File: src/rtl/rqmks_pkg.sv
package rqmks_pkg;

  // default table geometry
  localparam int DEPTH_DEF     = 16;
  localparam int PID_BITS_DEF  = 8;
  localparam int TIME_BITS_DEF = 16;

  // fixed field widths
  localparam int OPCODE_W = 2;
  localparam int PID_W    = 8;
  localparam int TIME_W   = 16;
  localparam int PRIO_W   = 8;
  localparam int STATUS_W = 2;
  localparam int COUNT_W  = 5;
  localparam int KEY_W    = 2;

  // opcodes
  localparam logic [OPCODE_W-1:0] OP_INSERT = 2'd0;
  localparam logic [OPCODE_W-1:0] OP_OLDEST = 2'd1;
  localparam logic [OPCODE_W-1:0] OP_BEST   = 2'd2;

  // status codes
  localparam logic [STATUS_W-1:0] ST_OK    = 2'd0;
  localparam logic [STATUS_W-1:0] ST_FULL  = 2'd1;
  localparam logic [STATUS_W-1:0] ST_EMPTY = 2'd2;

  // selection keys
  localparam logic [KEY_W-1:0] KEY_PID     = 2'd0;
  localparam logic [KEY_W-1:0] KEY_ARRIVAL = 2'd1;
  localparam logic [KEY_W-1:0] KEY_BURST   = 2'd2;
  localparam logic [KEY_W-1:0] KEY_PRIO    = 2'd3;

  localparam logic [KEY_W-1:0] KEY_SEL_RESET = KEY_BURST;

endpackage

File: src/rtl/rqmks_table.sv
module rqmks_table
  import rqmks_pkg::*;
#(
  parameter int DEPTH   = DEPTH_DEF,
  parameter int WIDTH   = PID_BITS_DEF + 2 * TIME_BITS_DEF + PRIO_W,
  localparam int IDX_W  = $clog2(DEPTH)
) (
  input  logic             clk,
  input  logic             wr_en,
  input  logic [IDX_W-1:0] wr_addr,
  input  logic [WIDTH-1:0] wr_data,
  input  logic             rd_en,
  input  logic [IDX_W-1:0] rd_addr,
  output logic [WIDTH-1:0] rd_data
);

  logic [WIDTH-1:0] mem [DEPTH];

  always_ff @(posedge clk) begin
    if (wr_en) begin
      mem[wr_addr] <= wr_data;
    end
  end

  always_ff @(posedge clk) begin
    if (rd_en) begin
      rd_data <= mem[rd_addr];
    end
  end

endmodule

File: src/rtl/rqmks_cmp.sv
module rqmks_cmp
  import rqmks_pkg::*;
#(
  parameter int PID_BITS  = PID_BITS_DEF,
  parameter int TIME_BITS = TIME_BITS_DEF
) (
  input  logic [KEY_W-1:0]     key_sel,
  input  logic [PID_BITS-1:0]  a_pid,
  input  logic [TIME_BITS-1:0] a_arrival,
  input  logic [TIME_BITS-1:0] a_burst,
  input  logic [PRIO_W-1:0]    a_prio,
  input  logic [PID_BITS-1:0]  b_pid,
  input  logic [TIME_BITS-1:0] b_arrival,
  input  logic [TIME_BITS-1:0] b_burst,
  input  logic [PRIO_W-1:0]    b_prio,
  output logic                 a_better
);

  localparam int KW0 = (PID_BITS > TIME_BITS) ? PID_BITS : TIME_BITS;
  localparam int KW  = (KW0 > PRIO_W) ? KW0 : PRIO_W;

  logic [KW-1:0] ka;
  logic [KW-1:0] kb;

  always_comb begin
    unique case (key_sel)
      KEY_PID: begin
        ka = KW'(a_pid);
        kb = KW'(b_pid);
      end
      KEY_ARRIVAL: begin
        ka = KW'(a_arrival);
        kb = KW'(b_arrival);
      end
      KEY_BURST: begin
        ka = KW'(a_burst);
        kb = KW'(b_burst);
      end
      default: begin
        ka = KW'(a_prio);
        kb = KW'(b_prio);
      end
    endcase
  end

  // key, then arrival, then id; full tie is not better (earlier slot wins)
  assign a_better = (ka < kb) ||
                    ((ka == kb) && ((a_arrival < b_arrival) ||
                                    ((a_arrival == b_arrival) && (a_pid < b_pid))));

endmodule

File: src/rtl/ready_queue_min_key_select.sv
// Insert, full, empty and unused opcodes: result word is loaded from the done state.
// Remove oldest scans the head slot and remove best scans every held entry; both
// then shift the entries after the chosen slot down by one before the done state.
// One table read per cycle in the scan and in the close-up shift.
// Next word is taken the cycle after a result is loaded; that result may wait.
// Reset (rst_n, synchronous): table empty, key_select = burst time; contents kept.
module ready_queue_min_key_select
  import rqmks_pkg::*;
#(
  parameter int DEPTH     = DEPTH_DEF,
  parameter int PID_BITS  = PID_BITS_DEF,
  parameter int TIME_BITS = TIME_BITS_DEF
) (
  input  logic                clk,
  input  logic                rst_n,
  input  logic                cfg_wr_en,
  input  logic [KEY_W-1:0]    cfg_wr_data,
  input  logic                in_valid,
  output logic                in_stall,
  input  logic [OPCODE_W-1:0] in_opcode,
  input  logic [PID_W-1:0]    in_new_pid,
  input  logic [TIME_W-1:0]   in_new_arrival,
  input  logic [TIME_W-1:0]   in_new_burst,
  input  logic [PRIO_W-1:0]   in_new_priority,
  output logic                out_valid,
  input  logic                out_stall,
  output logic [STATUS_W-1:0] out_status,
  output logic [PID_W-1:0]    out_pid,
  output logic [COUNT_W-1:0]  out_count,
  output logic                out_is_empty
);

  localparam int IDX_W   = $clog2(DEPTH);
  localparam int CNT_W   = $clog2(DEPTH + 1);
  localparam int ENTRY_W = PID_BITS + 2 * TIME_BITS + PRIO_W;

  typedef enum logic [1:0] {S_IDLE, S_SCAN, S_SHIFT, S_DONE} state_t;

  state_t                state_r, state_nxt;
  logic [OPCODE_W-1:0]   op_r, op_nxt;
  logic [STATUS_W-1:0]   res_status_r, res_status_nxt;
  logic [CNT_W-1:0]      count_r, count_nxt;
  logic [CNT_W-1:0]      idx_r, idx_nxt;
  logic [CNT_W-1:0]      end_r, end_nxt;
  logic [IDX_W-1:0]      best_pos_r, best_pos_nxt;
  logic [PID_BITS-1:0]   best_pid_r, best_pid_nxt;
  logic [TIME_BITS-1:0]  best_arr_r, best_arr_nxt;
  logic [TIME_BITS-1:0]  best_burst_r, best_burst_nxt;
  logic [PRIO_W-1:0]     best_prio_r, best_prio_nxt;
  logic                  rd_pend_r, rd_pend_nxt;
  logic [IDX_W-1:0]      rd_pos_r, rd_pos_nxt;
  logic [KEY_W-1:0]      key_sel_r, key_sel_nxt;
  logic                  out_valid_r, out_valid_nxt;
  logic [STATUS_W-1:0]   out_status_r, out_status_nxt;
  logic [PID_W-1:0]      out_pid_r, out_pid_nxt;
  logic [COUNT_W-1:0]    out_count_r, out_count_nxt;
  logic                  out_is_empty_r, out_is_empty_nxt;

  logic                  wr_en;
  logic [IDX_W-1:0]      wr_addr;
  logic [ENTRY_W-1:0]    wr_data;
  logic                  rd_en;
  logic [IDX_W-1:0]      rd_addr;
  logic [ENTRY_W-1:0]    rd_data;

  logic [PID_BITS-1:0]   rd_pid;
  logic [TIME_BITS-1:0]  rd_arr;
  logic [TIME_BITS-1:0]  rd_burst;
  logic [PRIO_W-1:0]     rd_prio;
  logic                  rd_better;

  logic [PID_BITS+PID_W-1:0]   new_pid_ext;
  logic [TIME_BITS+TIME_W-1:0] new_arr_ext;
  logic [TIME_BITS+TIME_W-1:0] new_burst_ext;
  logic [ENTRY_W-1:0]          new_entry;
  logic [PID_BITS+PID_W-1:0]   best_pid_ext;
  logic [CNT_W+COUNT_W-1:0]    count_ext;
  logic                        removed;

  assign new_pid_ext   = {{PID_BITS{1'b0}}, in_new_pid};
  assign new_arr_ext   = {{TIME_BITS{1'b0}}, in_new_arrival};
  assign new_burst_ext = {{TIME_BITS{1'b0}}, in_new_burst};
  assign new_entry     = {new_pid_ext[PID_BITS-1:0], new_arr_ext[TIME_BITS-1:0],
                          new_burst_ext[TIME_BITS-1:0], in_new_priority};

  assign rd_pid   = rd_data[ENTRY_W-1 -: PID_BITS];
  assign rd_arr   = rd_data[2*TIME_BITS+PRIO_W-1 -: TIME_BITS];
  assign rd_burst = rd_data[TIME_BITS+PRIO_W-1 -: TIME_BITS];
  assign rd_prio  = rd_data[PRIO_W-1:0];

  assign best_pid_ext = {{PID_W{1'b0}}, best_pid_r};
  assign count_ext    = {{COUNT_W{1'b0}}, count_r};
  assign removed      = (res_status_r == ST_OK) && ((op_r == OP_OLDEST) || (op_r == OP_BEST));

  rqmks_table #(
    .DEPTH (DEPTH),
    .WIDTH (ENTRY_W)
  ) u_table (
    .clk     (clk),
    .wr_en   (wr_en),
    .wr_addr (wr_addr),
    .wr_data (wr_data),
    .rd_en   (rd_en),
    .rd_addr (rd_addr),
    .rd_data (rd_data)
  );

  rqmks_cmp #(
    .PID_BITS  (PID_BITS),
    .TIME_BITS (TIME_BITS)
  ) u_cmp (
    .key_sel   (key_sel_r),
    .a_pid     (rd_pid),
    .a_arrival (rd_arr),
    .a_burst   (rd_burst),
    .a_prio    (rd_prio),
    .b_pid     (best_pid_r),
    .b_arrival (best_arr_r),
    .b_burst   (best_burst_r),
    .b_prio    (best_prio_r),
    .a_better  (rd_better)
  );

  assign in_stall     = (state_r != S_IDLE);
  assign out_valid    = out_valid_r;
  assign out_status   = out_status_r;
  assign out_pid      = out_pid_r;
  assign out_count    = out_count_r;
  assign out_is_empty = out_is_empty_r;

  always_comb begin
    state_nxt        = state_r;
    op_nxt           = op_r;
    res_status_nxt   = res_status_r;
    count_nxt        = count_r;
    idx_nxt          = idx_r;
    end_nxt          = end_r;
    best_pos_nxt     = best_pos_r;
    best_pid_nxt     = best_pid_r;
    best_arr_nxt     = best_arr_r;
    best_burst_nxt   = best_burst_r;
    best_prio_nxt    = best_prio_r;
    rd_pend_nxt      = 1'b0;
    rd_pos_nxt       = rd_pos_r;
    key_sel_nxt      = cfg_wr_en ? cfg_wr_data : key_sel_r;
    out_valid_nxt    = out_valid_r && out_stall;
    out_status_nxt   = out_status_r;
    out_pid_nxt      = out_pid_r;
    out_count_nxt    = out_count_r;
    out_is_empty_nxt = out_is_empty_r;
    wr_en            = 1'b0;
    wr_addr          = count_r[IDX_W-1:0];
    wr_data          = new_entry;
    rd_en            = 1'b0;
    rd_addr          = idx_r[IDX_W-1:0];

    unique case (state_r)
      S_IDLE: begin
        if (in_valid) begin
          op_nxt    = in_opcode;
          state_nxt = S_DONE;
          unique case (in_opcode) inside
            OP_INSERT: begin
              if (count_r == CNT_W'(DEPTH)) begin
                res_status_nxt = ST_FULL;
              end else begin
                res_status_nxt = ST_OK;
                wr_en          = 1'b1;
                count_nxt      = count_r + 1'b1;
              end
            end
            OP_OLDEST, OP_BEST: begin
              if (count_r == '0) begin
                res_status_nxt = ST_EMPTY;
              end else begin
                res_status_nxt = ST_OK;
                idx_nxt        = '0;
                // oldest is just a scan of the head slot
                end_nxt        = (in_opcode == OP_OLDEST) ? CNT_W'(1) : count_r;
                state_nxt      = S_SCAN;
              end
            end
            default: begin
              res_status_nxt = ST_OK;
            end
          endcase
        end
      end
      S_SCAN: begin
        if (rd_pend_r && ((rd_pos_r == '0) || rd_better)) begin
          best_pos_nxt   = rd_pos_r;
          best_pid_nxt   = rd_pid;
          best_arr_nxt   = rd_arr;
          best_burst_nxt = rd_burst;
          best_prio_nxt  = rd_prio;
        end
        if (idx_r != end_r) begin
          rd_en       = 1'b1;
          rd_pend_nxt = 1'b1;
          rd_pos_nxt  = idx_r[IDX_W-1:0];
          idx_nxt     = idx_r + 1'b1;
        end else if (!rd_pend_r) begin
          idx_nxt   = CNT_W'(best_pos_r) + 1'b1;
          state_nxt = S_SHIFT;
        end
      end
      S_SHIFT: begin
        // read slot p+1, write it to slot p in the cycle after
        if (rd_pend_r) begin
          wr_en   = 1'b1;
          wr_addr = rd_pos_r - 1'b1;
          wr_data = rd_data;
        end
        if (idx_r != count_r) begin
          rd_en       = 1'b1;
          rd_pend_nxt = 1'b1;
          rd_pos_nxt  = idx_r[IDX_W-1:0];
          idx_nxt     = idx_r + 1'b1;
        end else if (!rd_pend_r) begin
          count_nxt = count_r - 1'b1;
          state_nxt = S_DONE;
        end
      end
      S_DONE: begin
        if (!out_valid_r || !out_stall) begin
          out_valid_nxt    = 1'b1;
          out_status_nxt   = res_status_r;
          out_pid_nxt      = removed ? best_pid_ext[PID_W-1:0] : '0;
          out_count_nxt    = count_ext[COUNT_W-1:0];
          out_is_empty_nxt = (count_r == '0);
          state_nxt        = S_IDLE;
        end
      end
      default: begin
        state_nxt = S_IDLE;
      end
    endcase
  end

  always_ff @(posedge clk) begin
    if (!rst_n) begin
      state_r     <= S_IDLE;
      count_r     <= '0;
      rd_pend_r   <= 1'b0;
      key_sel_r   <= KEY_SEL_RESET;
      out_valid_r <= 1'b0;
    end else begin
      state_r     <= state_nxt;
      count_r     <= count_nxt;
      rd_pend_r   <= rd_pend_nxt;
      key_sel_r   <= key_sel_nxt;
      out_valid_r <= out_valid_nxt;
    end
    op_r           <= op_nxt;
    res_status_r   <= res_status_nxt;
    idx_r          <= idx_nxt;
    end_r          <= end_nxt;
    best_pos_r     <= best_pos_nxt;
    best_pid_r     <= best_pid_nxt;
    best_arr_r     <= best_arr_nxt;
    best_burst_r   <= best_burst_nxt;
    best_prio_r    <= best_prio_nxt;
    rd_pos_r       <= rd_pos_nxt;
    out_status_r   <= out_status_nxt;
    out_pid_r      <= out_pid_nxt;
    out_count_r    <= out_count_nxt;
    out_is_empty_r <= out_is_empty_nxt;
  end

  a_count_bound: assert property (@(posedge clk) disable iff (!rst_n)
    count_r <= CNT_W'(DEPTH))
    else $error("entry count above table depth");

  a_write_state: assert property (@(posedge clk) disable iff (!rst_n)
    wr_en |-> (state_r == S_IDLE || state_r == S_SHIFT))
    else $error("table write outside insert or shift");

  a_shift_addr: assert property (@(posedge clk) disable iff (!rst_n)
    (state_r == S_SHIFT && wr_en) |-> (CNT_W'(wr_addr) + 1'b1 < count_r))
    else $error("shift write past last held entry");

  a_fail_no_pid: assert property (@(posedge clk) disable iff (!rst_n)
    (out_valid_r && out_status_r != ST_OK) |-> (out_pid_r == '0))
    else $error("nonzero id on failed operation");

endmodule
File: config.mk
export PLATFORM = sky130hd
export DESIGN_NAME = ready_queue_min_key_select
export DESIGN_NICKNAME = d
export VERILOG_FILES = /design/src/rtl/rqmks_pkg.sv /design/src/rtl/rqmks_table.sv /design/src/rtl/rqmks_cmp.sv /design/src/rtl/ready_queue_min_key_select.sv
export SDC_FILE = /design/constraint.sdc
export NUM_CORES = 1
export LEC_CHECK = 0
export BUFFER_PORTS_ARGS = -buffer_cell sky130_fd_sc_hd__buf_2
export CAP_MARGIN = 10
export CORE_ASPECT_RATIO = 0.7
export CORE_MARGIN = 8
export CORE_UTILIZATION = 60
export CTS_CLUSTER_DIAMETER = 150
export CTS_CLUSTER_SIZE = 25
export DETAILED_ROUTE_END_ITERATION = 10
export GPL_TIMING_DRIVEN = 0
export PLACE_DENSITY = 0.73
export SLEW_MARGIN = 20
export SYNTH_ARGS = -nofsm -noshare
export SYNTH_HDL_FRONTEND = slang
export SYNTH_SLANG_ARGS = --single-unit
export TNS_END_PERCENT = 5
File: constraint.sdc
create_clock -name clk -period 7.33 [get_ports clk]
set_input_delay 1.466 -clock clk [delete_from_list [all_inputs] [get_ports clk]]
set_output_delay 1.466 -clock clk [all_outputs]
set_load 0.005 [all_outputs]
* After elaboration in Yosys (flattened, before gate mapping) *
Memories as Yosys holds them, arrays and structs flattened. A register that Yosys moved wholly into a read port is not among the register bits.
Cells that the tools add are included.

storage, ports and cells
  bits in registers = 97
  bits in writable memories = 768
  input port bits = 57
  word-level logic and storage cells = 133
  memories = 1

memory list
  memory       depth  width  read ports  clocked after Yosys merged registers in  wr ports  RTL line           RTL
  u_table.mem  16     48     1           1                                        1         rqmks_table.sv:17  logic [WIDTH-1:0] mem [DEPTH];

operators by class
  $add $sub $neg = 5
  order comparisons = 3
  equality and inequality tests = 27
  mux-type cells = 46
  bitwise operators = 1
  reduce and logical (&&, ||, !) cells = 31

operator list
  operator                                                               count
  48-bit two-way mux                                                     2
  16-bit one-hot mux with 3 select lines                                 2
  5-bit two-way mux                                                      11
  16-bit equality test                                                   2
  16-bit < comparator                                                    2
  2-bit != test, second input constant                                   11
  2-bit two-way mux                                                      9
  6-bit AND reduction                                                    3
  4-bit two-way mux                                                      4
  5-bit one-hot mux with 3 select lines                                  1
  1-bit two-way mux                                                      11
  5-bit by 1-bit adder with 5-bit output, second input constant          2
  2-bit equality test, second input constant                             5
  5-bit != test                                                          2
  5-bit one-hot mux with 2 select lines                                  1
  2-bit by 1-bit equality test with 1-bit output, second input constant  4
  2-bit logical NOT                                                      4
  8-bit < comparator                                                     1
  2-bit one-hot mux with 4 select lines                                  1
  4-bit one-hot mux with 2 select lines                                  1
  2-bit AND reduction                                                    3
  2-bit nonzero test                                                     3
  4-bit by 1-bit adder with 5-bit output, second input constant          1
  5-bit equality test, second input constant                             1
  16 further kinds                                                       26

* Longest topological paths before layout *
  depth after elaboration = 8
  mapped depth = 12

* Modules after synthesis *
A second synthesis with hierarchy kept.

second synthesis, totals
  cell total of the unflattened synthesis = 1743
  area, all modules = 36233.5 µm²

by module, submodules not included
  module                      instances  cells an instance  area an instance (µm²)  sequential area each (µm²)
  rqmks_table                 1          1242               30171.4                 24503.5
  ready_queue_min_key_select  1          331                4570.6                  2802.7
  rqmks_cmp                   1          170                1491.4                  0.0

* Least setup slack after synthesis *
Ideal clock, no wire load.

  path type = reg-to-reg
  from = register key_sel_r[1]
  to = register best_arr_r[0] (enable)
  setup time = 0.480 ns
  arrival = 4.892 ns
  slack = 1.958 ns
  cell stages (with the launch flop) = 11
  buffers on the path = 3
  cells stage by stage = dfxtp_1 > clkbuf_1 > nor2b_1 > clkbuf_1 > clkbuf_1 > a22oi_1 > ha_1 > nand4_1 > nor4_1 > nand4_1 > o22ai_1

on the way
  cells in the longest elaborated chain, start to end = 8
  elaborated cells between the ends (all ways) = 12
  those cells by class = order compare: 1; eq/ne: 3; mux: 2; reduce/logical: 6

ends and longest elaborated chain
  element                                                                      RTL line                           RTL
  from (decl)                                                                  ready_queue_min_key_select.sv:52   logic [KEY_W-1:0] key_sel_r, key_sel_nxt;
  from (signal assigned)                                                       ready_queue_min_key_select.sv:251  key_sel_r <= key_sel_nxt;
  parallel branches: the longest is 4 deep, another holds 16-bit < comparator  n/a
  1-bit logical OR (*)                                                         rqmks_cmp.sv:47                    assign a_better = (ka < kb) ||
  1-bit logical OR (*)                                                         ready_queue_min_key_select.sv:190  if (rd_pend_r && ((rd_pos_r == '0) || rd_better)) begin
  1-bit logical AND (*)                                                        ready_queue_min_key_select.sv:190
  2-bit AND reduction (no line) (*)                                            n/a
  to (signal assigned)                                                         ready_queue_min_key_select.sv:260  best_arr_r <= best_arr_nxt;
  to (decl)                                                                    ready_queue_min_key_select.sv:47   logic [TIME_BITS-1:0] best_arr_r, best_arr_nxt;

Every way passes the cells marked *.
A chain may end at the register's enable or synchronous reset.

* Worst setup path in the final report *
  from = register key_sel_r[1]
  to = register best_arr_r[14] (enable)

Same word-level chain as after synthesis.

==> results by group <==
Status
  • Outcome: finished, final reports clean

Clock network
  • Clock sinks: 913
  • Num CTS Buffers: 42
  • Clock-pin slew on the worst setup and hold paths: 100 ps
  • Clk Latency, worst-skew pair: 610 ps
  • CTS Buffer Depth: 3
  • TritonCTS clock tree: yes
  • Post-CTS Setup Inserts: 0
  • # hold bufs at CTS: 0
  • H-tree levels: 2
  • CTS Root Cell: clkbuf_16
  • Post_cts resized: 0

Global route
  • First-pass GRT wire length: 123000 um
  • Grt ovf: 0
  • Initial antenna violation count: 0
  • Largest net degree at the start of global routing: 27
  • Vias in the first global route: 17764
  • Total track usage: 0.248

Cells and area
  • Fin nets: 1904
  • Fillers: 3711
  • Synth-to-Final Area Change: 10.1%
  • Layout cells sized above 1: 0.292
  • Finished Layout Cells: 2609
  • Most frequent cells in the layout: 902 x edfxtp_1, 252 x mux4_2, 89 x buf_2
  • Antenna diodes: 0
  • Commonest non-fill, non-tap cell in the layout: edfxtp_1

Worst setup path
  • Critical Path Sink Type: register
  • CP Class: reg2reg
  • Worst path required time: 7630 ps
  • Setup crit start kind: register
  • Crit path max fanout: 19
  • Worst Path Arrival: 4670 ps

Logic synthesis
  • Syn. warnings: 0
  • Post-synthesis xor/xnor area fraction: 0.00551
  • Synth Area in Simple Gates: 0.0180
  • Predominant post-synthesis flop cell: edfxtp_1
  • Post-synth ARST share: 0
  • Complex-gate fraction of the synthesized area: 0.0151
  • Post-synthesis mux area share: 0.175
  • Synth cell types: 59
  • Synthesized cell area: 0.0364 mm^2
  • Sequential share of the synthesized area: 0.751
  • Main combinational cell family by area after synthesis: multiplexers
  • Mapped Cells: 1628
  • Avg Inst Size Synth: 22.3 um^2
  • Top post-synthesis cells by area: edfxtp_1 74%, mux4_2 16%, ha_1 1.8%, mux2_2 1.5%, dfxtp_1 0.61%
  • Top-area cell type share of the netlist area: 0.745
  • Synth area leader: edfxtp_1
  • Adder-cell area share of the yosys netlist: 0.0188
  • Syn_nets: 1739
  • Synth Register Bits: 913
  • Post-synth EDFFs: 902

STA
  • Final number of hold-violating endpoints: 0
  • Final critical-path required period: 4370 ps
  • Clock Skew: 21.7 ps
  • Fin Setup TNS: 0 ps
  • Fmax: 229 MHz
  • Max Slew Vio Count: 0
  • Max transition margin: 0.224
  • Worst slew pin tran: 1160 ps
  • Finish-stage setup viols: 0
  • RSZ-0062 raised after global routing: no
  • Tcrit/Tclk final: 0.596

Place
  • Post-DP HPWL: 56500 um
  • GPL Wtd Cong: 0.863
  • Port bufs: 74
  • Cells after DPL: 2557

Route
  • Routed len/inst: 32.8 um
  • Vias: 17632
  • Final WL: 85600 um
  • ANT nets after route: 0
  • Initial DRC Count: 2606
  • Drt first pass iters: 5
  • Vias per inst: 6.76
  • DRC: 0

Power and ir drop
  • Power density over the cells: 320 mW/mm^2
  • Leak pwr: 12.6 nW
  • IR Drop Worst-Case VDD: 0.000231 V

Floorplan
  • Num ports: 75
  • Die area: 0.0689 mm^2
  • Rows: 75
  • Starting Density: 0.606
  • Die extent in y: 222 um
  • Core ar.: 0.0600 mm^2
  • Die X: 310 um

Run
  • Max-cap violations: 0

Worst hold path
  • HP Class: reg2reg
Yosys cell counts (5+ instances only):
| master | number |
|---|---|
| a21o_1 | 5 |
| a21oi_1 | 19 |
| a22o_1 | 8 |
| a22oi_1 | 10 |
| and2_1 | 9 |
| buf_1 | 11 |
| buf_2 | 15 |
| buf_6 | 16 |
| clkbuf_1 | 33 |
| dfxtp_1 | 11 |
| edfxtp_1 | 902 |
| ha_1 | 53 |
| inv_1 | 43 |
| mux2_2 | 47 |
| mux4_2 | 252 |
| nand2_1 | 27 |
| nand3_1 | 16 |
| nand4_1 | 6 |
| nor2_1 | 28 |
| nor2b_1 | 13 |
| nor3_1 | 8 |
| nor4_1 | 10 |
| o21ai_0 | 12 |
| xnor2_1 | 18 |
state kept, by name, summed over array words and instances, names as in the netlist, 8 cells and up:
signal and flops:
best_pid_r 8, out_pid 8, u_table.rd_data 48, u_table.mem 768
best_prio_r 8, best_burst_r 16, best_arr_r 16
cell families (layout without fill, tap and decap cells):
family,Yosys count,count (layout)
fa+ha+maj,54,54
simple gates,130,130
xor+xnor,22,22
buf+inv,120,293
compound gates,81,81
flops,913,913
mux,308,308
per-stage QoR:
| step | utilization | setup WS, ps | hold WS, ps | power, mW | instance area, um^2 |
|---|---|---|---|---|---|
| floorplan | - | 1960 | 403 | 9.03 | 36400 |
| global placement | 0.629 | -842 | 417 | 10.2 | 37700 |
| detailed placement | 0.649 | 3050 | 417 | 10.3 | 38900 |
| CTS | 0.668 | 3020 | 443 | 12.9 | 40000 |
| global route | 0.668 | 2710 | 462 | 13.2 | 40000 |
| finish | 0.668 | 2960 | 441 | 12.8 | 40000 |
power by group:
| part | switching, mW | leakage [nW] | internal [mW] |
|---|---|---|---|
| combinational | 1.94 | 3.78 | 1.79 |
| sequential | 0.290 | 8.22 | 6.20 |
| clock | 1.51 | 0.550 | 1.08 |
| total | 3.74 | 12.6 | 9.07 |
path summary, 6_finish.rpt:
| path | startpoint | endpoint | slack, ps | cells after the start |
|---|---|---|---|---|
| max | key_sel_r[1]$_SDFFE_PN1P_ | best_arr_r[14]$_DFFE_PP_ | 2960 | 11 |
| min reg2reg | count_r[0]$_SDFFE_PN0P_ | out_count[0]$_DFFE_PP_ | 440 | 0 |
| min | count_r[0]$_SDFFE_PN0P_ | out_count[0]$_DFFE_PP_ | 440 | 0 |
| max reg2reg | key_sel_r[1]$_SDFFE_PN1P_ | best_arr_r[14]$_DFFE_PP_ | 2960 | 11 |
worst max-delay path, stage by stage (launching register included):
cell,delay (ps)
dfxtp_1,330
clkbuf_1,510
nor2b_1,210
clkbuf_1,260
clkbuf_1,380
a22oi_1,150
ha_1,350
nand4_1,170
nor4_1,620
nand4_1,290
o22ai_4,540
buf_16,240
routing by layer:
| metal | vias up | global-route usage | routed length, um |
|---|---|---|---|
| li1 | 7120 | - | - |
| met1 | 9439 | 0.376 | 35300 |
| met2 | 954 | 0.397 | 41100 |
| met3 | 119 | 0.0332 | 7780 |
| met4 | 0 | 0.0411 | 1450 |
| met5 | - | 0 | 0 |
final cells by class:
| type | instances | area [um^2] | area share |
|---|---|---|---|
| clock buffers | 50 | 1100 | 0.0275 |
| flip-flops and latches | 913 | 27300 | 0.682 |
| clock inverters | 2 | 25.0 | 0.000625 |
| multi-input cells | 595 | 8600 | 0.215 |
| plain buffers | 76 | 443 | 0.0111 |
| repair buffers | 121 | 1380 | 0.0345 |
| well taps | 808 | 1010 | 0.0253 |
| inverters | 44 | 165 | 0.00413 |
(Power assumes the default switching activity.)
